File: config.mk
export PLATFORM = sky130hd
export DESIGN_NAME = dfeg_front
export DESIGN_NICKNAME = d
export VERILOG_FILES = /design/src/rtl/core/dfeg_pkg.sv /design/src/rtl/core/dfeg_front.sv
export SDC_FILE = /design/constraint.sdc
export NUM_CORES = 1
export LEC_CHECK = 0
export ABC_AREA = 0
export BUFFER_PORTS_ARGS = -buffer_cell sky130_fd_sc_hd__buf_4
export CAP_MARGIN = 25
export CORE_MARGIN = 5
export CORE_UTILIZATION = 43
export DETAILED_ROUTE_END_ITERATION = 16
export PLACE_DENSITY = 0.66
export SETUP_SLACK_MARGIN = 0.4
export SLEW_MARGIN = 20
export SYNTH_ARGS = -nofsm -noshare
export SYNTH_HDL_FRONTEND = slang
export SYNTH_SLANG_ARGS = --single-unit
export TNS_END_PERCENT = 1
File: constraint.sdc
create_clock -name clk -period 4.6 [get_ports clk]
set_clock_uncertainty 0.05 [all_clocks]
set_input_delay 0.46 -clock clk [delete_from_list [all_inputs] [get_ports clk]]
set_output_delay 0.46 -clock clk [all_outputs]
set_load 0.01 [all_outputs]
File: src/rtl/core/dfeg_pkg.sv
// dfeg_pkg: shared widths, register indexes and struct types of the dipole
// force/energy gradient block. No dependencies.
package dfeg_pkg;

  localparam int FRAC_BITS = 16;
  localparam int ACC_BITS  = 48;
  localparam int DIFF_W    = 34;   // first minus second position
  localparam int DIST_W    = 34;   // integer square root of a 68 bit radicand
  localparam int RAD_W     = 2 * DIST_W;
  localparam int CFG_W     = 31;
  localparam int QUO_W     = 30;
  localparam int NUM_W     = 64;
  localparam int DEN_W     = 35;
  localparam int TOP_W     = 5;
  localparam int IDX_W     = 2;

  localparam logic [IDX_W-1:0] REG_MIN_FULL = 2'd0;
  localparam logic [IDX_W-1:0] REG_FORCE    = 2'd1;

  typedef struct packed {
    logic signed [DIFF_W-1:0] dx;
    logic signed [DIFF_W-1:0] dy;
    logic                     last;
  } item_t;

  typedef struct packed {
    logic valid;
    logic full;
  } q_stat_t;

  typedef struct packed {
    logic [CFG_W-1:0] min_full;
    logic [CFG_W-1:0] force_mag;
  } cfg_t;

endpackage

File: src/rtl/core/dfeg_front.sv
// dfeg_front: input side, forms the endpoint difference vector and holds
// accepted words in a two entry queue. Uses dfeg_pkg.
module dfeg_front (
  input  logic                         clk,
  input  logic                         rst,
  input  logic                         in_valid,
  output logic                         in_stall,
  input  logic signed [31:0]           first_rest_x,
  input  logic signed [31:0]           first_rest_y,
  input  logic signed [31:0]           first_disp_x,
  input  logic signed [31:0]           first_disp_y,
  input  logic signed [31:0]           second_rest_x,
  input  logic signed [31:0]           second_rest_y,
  input  logic signed [31:0]           second_disp_x,
  input  logic signed [31:0]           second_disp_y,
  input  logic                         last_in,
  input  logic                         q_pop,
  output dfeg_pkg::q_stat_t            q_stat,
  output dfeg_pkg::item_t              q_item
);

  localparam int DIFF_W = dfeg_pkg::DIFF_W;

  dfeg_pkg::item_t entries [2];
  dfeg_pkg::item_t item_new;
  logic            wr_ptr;
  logic            rd_ptr;
  logic [1:0]      count;
  logic            push;

  always_comb begin
    item_new.dx = (DIFF_W'(first_rest_x) + DIFF_W'(first_disp_x))
                - (DIFF_W'(second_rest_x) + DIFF_W'(second_disp_x));
    item_new.dy = (DIFF_W'(first_rest_y) + DIFF_W'(first_disp_y))
                - (DIFF_W'(second_rest_y) + DIFF_W'(second_disp_y));
    item_new.last = last_in;
  end

  assign in_stall     = (count == 2'd2);
  assign push         = in_valid && !in_stall;
  assign q_stat.valid = (count != 2'd0);
  assign q_stat.full  = in_stall;
  assign q_item       = entries[rd_ptr];

  always_ff @(posedge clk) begin
    if (push) begin
      entries[wr_ptr] <= item_new;
    end
  end

  always_ff @(posedge clk) begin
    if (rst) begin
      wr_ptr <= 1'b0;
      rd_ptr <= 1'b0;
      count  <= 2'd0;
    end else begin
      if (push) wr_ptr <= !wr_ptr;
      if (q_pop) rd_ptr <= !rd_ptr;
      case ({push, q_pop})
        2'b10:   count <= count + 2'd1;
        2'b01:   count <= count - 2'd1;
        default: count <= count;
      endcase
    end
  end

endmodule

After elaboration in Yosys (flattened, before gate mapping). Memory sizes are Yosys's and may differ from the RTL's. A register that Yosys moved wholly into a read port is not among the register bits. Cells that the tools add are included.

Memories kept: 1. RAM bits: 138. Register bits: 4. Output and inout port bits: 72. Latch bits: 0. Input bits: 261. Logic and storage cells: 26. Bits in read-only memories: 0.

Memories: entries (words 2, bits a word 69, read ports 1, clocked after Yosys merged registers in 1, write ports 1, RTL line dfeg_front.sv:24) `dfeg_pkg::item_t entries [2];`.

Shift-type cells: 0. Eq/ne operators: 3. Multiplexer cells: 5. Add/sub/neg operators: 8. Bitwise logic cells: 0. Reduce and logical (&&, ||, !) cells: 6. Div/mod/pow operators: 0. $mul: 0. Magnitude comparators: 0.

Operators with widths (count): $add 32x32->33 (4); $sub 33x33->34 (2); $eq 2x2->1 const B (2); $mux 1 (4); $pmux 2 s2 (1); $reduce_bool 2->1 (2); $logic_not 1->1 (3); $add 2x1->2 const B (1); $eq 2x1->1 const B (1); $sub 2x1->2 const B (1); $logic_and 1x1->1 (1).

Depth between registers and ports, before layout.
Word-level depth: 5. Mapped depth: 16. Mapped depth without buffers: 16.

Least setup slack after synthesis. No wires, ideal clock.

Kind: reg-to-reg. Start: register count[0]. End: memory entries[0][0] (netlist name), enable pin. Required time: 4.054 ns. Period minus slack after synthesis: 4.039 ns. Stages on the path, launching flop included: 4. Buffers on the path: 0. Setup slack: 0.561 ns. Data arrival time: 3.492 ns. Library setup time: 0.496 ns. Cell sequence: dfxtp_1 -> nand2b_1 -> nand2_1 -> nor2_1.

Word-level cells in the longest chain between the ends: 5.

RTL lines: from (decl) (RTL line dfeg_front.sv:28) `logic [1:0] count;`; from (signal assigned) (RTL line dfeg_front.sv:60) `2'b10: count <= count + 2'd1;`; from (signal assigned) (RTL line dfeg_front.sv:61) `2'b01: count <= count - 2'd1;`; from (signal assigned) (RTL line dfeg_front.sv:62) `default: count <= count;`; $eq 2x2->1 (RTL line dfeg_front.sv:39) `assign in_stall = (count == 2'd2);`; $logic_not 1->1 (RTL line dfeg_front.sv:40) `assign push = in_valid && !in_stall;`; $logic_and 1x1->1 (RTL line dfeg_front.sv:40); $mux 1 (RTL line dfeg_front.sv:46) `if (push) begin`; $mux 1 (implied by the code) (RTL line dfeg_front.sv:47) `entries[wr_ptr] <= item_new;`; to (decl) (RTL line dfeg_front.sv:24).

No other way between the ends.

==> flow_summary_export.csv <==
group,metric,value,unit
run_status,status,"finished clean",
global_route,grt_max_degree,70,
finish,n_antenna_cell,0,
worst_setup_path,path_max_fanout,3,
synth,ys_warn_count,0,
clock_network,clock_latency,0.41,ns
power,p_total,7.52,mW
clock_network,cts_tree,"yes",
timing,rsz0062_at_grt,"yes",
hold_path,whs_path_depth,1,
finish,finalNetCount,1919,
drt,drt_iter0_markers,492,
clock_network,cts_root_buf,"clkbuf_16",
job,drv_cap,0,
worst_setup_path,timing.critical_path.from_type,"input pin",
global_route,track_usage,0.173,
timing,hold_viol,0,
power,ir_worst_vdd,0.253,mV
timing,tns,0,ns
power,powerDensity,476,nW/um2
clock_network,clk_pin_slew,0.07,ns
global_route,grt_pass1_vias,9124,
synth,ys_seq_elements,143,
worst_setup_path,end_kind,"flop",
worst_setup_path,reg2reg_depth,5,
finish,fill_cells,2464,
worst_setup_path,arrival,4.29,ns
timing,worst_pin_slew,0.782,ns
clock_network,htree_levels,4,
timing,slew_headroom,0.474,
finish,layout_common_cells,"buf_4 (335), inv_1 (274), edfxtp_1 (138), fa_1 (130), a21oi_1 (70)",
global_route,antenna_found_initial,0,
drt,dr.pass1.iters,5,
floorplan,die_y,179,um
clock_network,cts_sinks,143,
drt,vias_per_cell,4.88,
synth,seq_area_frac_synth,0.346,
synth,ys_dominant_reg_cell,"edfxtp_1",
floorplan,io_pins,333,
synth,ys_types,64,
floorplan,die_w,179,um
timing,timing.fmax,0.246,GHz
worst_setup_path,criticalPathCategory,"in -> reg",
synth,syn_area_per_cell,10.9,um2
drt,drc,0,
global_route,grt_pass1_wl,43900,um
drt,ant_nets,0,
finish,area_growth_syn_to_layout,29.1,%
clock_network,cts_made_buffers,17,
clock_network,cts_max_path_buffers,2,
drt,via_count,9036,
place,numPortBuffers,332,
global_route,grt_overflow_total,0,
finish,drive_gt1_frac,0.314,
synth,synth-async-reset-ratio,0,
hold_path,hold_path_class,"in -> reg",
timing,maxSlewViolCount,0,
drt,post_drt_wl_per_cell,15.1,um
timing,finalCritPeriodShare,0.882,
synth,syn_inst,1125,
power,leakagePower,7.45,nW
place,hpwl,22700,um
synth,synth_edf_count,138,
finish,layout_commonest_cell,"buf_4",
floorplan,design.core.area,27900,um2
floorplan,die-area,32000,um2
floorplan,row_count,61,
place,place.gp.congestion,0.914,
synth,netlist_area,12300,um2
drt,drt_wl_total,27900,um
timing,final.min_clock_period,4.06,ns
synth,syn-num-nets,1585,
worst_setup_path,cp_data_required_time,4.83,ns
floorplan,start_util,0.439,
timing,finalSetupViolCount,0,
==> final cells by class <==
type	instances	area [um2]	area share
multi-input cells	684	6900	0.436
flip-flops and latches	143	4250	0.269
repair buffers	339	2590	0.164
inverters	274	1030	0.0650
well taps	378	473	0.0299
clock buffers	17	425	0.0269
clock inverters	15	148	0.00933
==> synthesized netlist by cell type, drive strengths merged, types with 11 or more instances <==
master    n  area [um2]
inv     274        1030
edfxtp  138        4140
fa      130        2600
a21oi    70         350
ha       69         863
mux2     69         777
nand2    40         153
xnor2    38         333
nor2     34         128
o21ai    33         165
xor2     31         272
a21o     21         159
clkbuf   19        71.3
nand3    18        90.1
nand4    11        68.8
==> per-stage QoR <==
| stage | hold slack, ns | utilization | cell area [um2] | instances | setup WS [ns] |
|---|---|---|---|---|---|
| 2_1_floorplan | 0.411 | - | 12300 | 1125 | 0.561 |
| 3_3_place_gp | 0.429 | 0.543 | 15200 | 1815 | 0.179 |
| 3_5_place_dp | 0.449 | 0.544 | 15200 | 1816 | 0.0442 |
| 4_1_cts | 0.161 | 0.564 | 15800 | 1848 | 0.494 |
| 5_1_grt | 0.154 | 0.566 | 15800 | 1850 | 0.347 |
| 6_report | 0.177 | 0.566 | 15800 | 1850 | 0.542 |
==> state kept, by name, summed over array words and instances (netlist names), named ones only <==
register,flops
count,2
wr_ptr,1
rd_ptr,1
entries,138
==> cells by family after synthesis <==
group / after synthesis / synth area share
adders and majority gates: 199 / 0.283
muxes: 69 / 0.0634
DFF: 143 / 0.346
and+or+nand+nor: 155 / 0.0625
xor gates and xnor gates: 69 / 0.0493
AOI/OAI and AO/OA: 192 / 0.103
buffers and inverters: 298 / 0.0924
==> layer usage <==
metal  track usage  wire length, um  vias to the layer above
li1              -                -                     4393
met1         0.233            12000                     4360
met2         0.286            13600                      265
met3        0.0407             2000                       18
met4        0.0339              251                        0
met5             0                0                        -
==> power by group <==
| group | internal (mW) | total, mW | switching (mW) |
|---|---|---|---|
| registers | 2.15 | 2.25 | 0.0914 |
| logic | 1.77 | 3.94 | 2.17 |
| clock network | 0.760 | 1.34 | 0.581 |
| total | 4.68 | 7.52 | 2.84 |
==> what timing repair did <==
action | in CTS | in global routing
resized for setup | 0 | 2
setup endpoints to repair | 0 | 4
setup buffers | 0 | 0
hold buffers | 0 | 0
==> final timing paths <==
| check | to | startpoint | slack [ns] |
|---|---|---|---|
| max reg2reg | entries[0][32] | count[0] | 2.56 |
| max | entries[1][67] | first_rest_x[0] | 0.54 |
| min reg2reg | count[1] | count[1] | 0.46 |
| min | entries[1][0] | last_in | 0.18 |
==> critical path, stage by stage <==
cell and delay [ns]:
buf_4 0.12, fa_1 0.53, inv_1 0.07, fa_1 0.43, inv_1 0.06, ha_1 0.15
inv_1 0.06, fa_1 0.47, and2b_1 0.26, o2111ai_2 0.17, a31oi_4 0.27, o22ai_4 0.13
o31ai_4 0.29, a41oi_2 0.21, or4_1 0.50, nand3_1 0.11
Note: power is estimated with default switching activity, not from simulation.
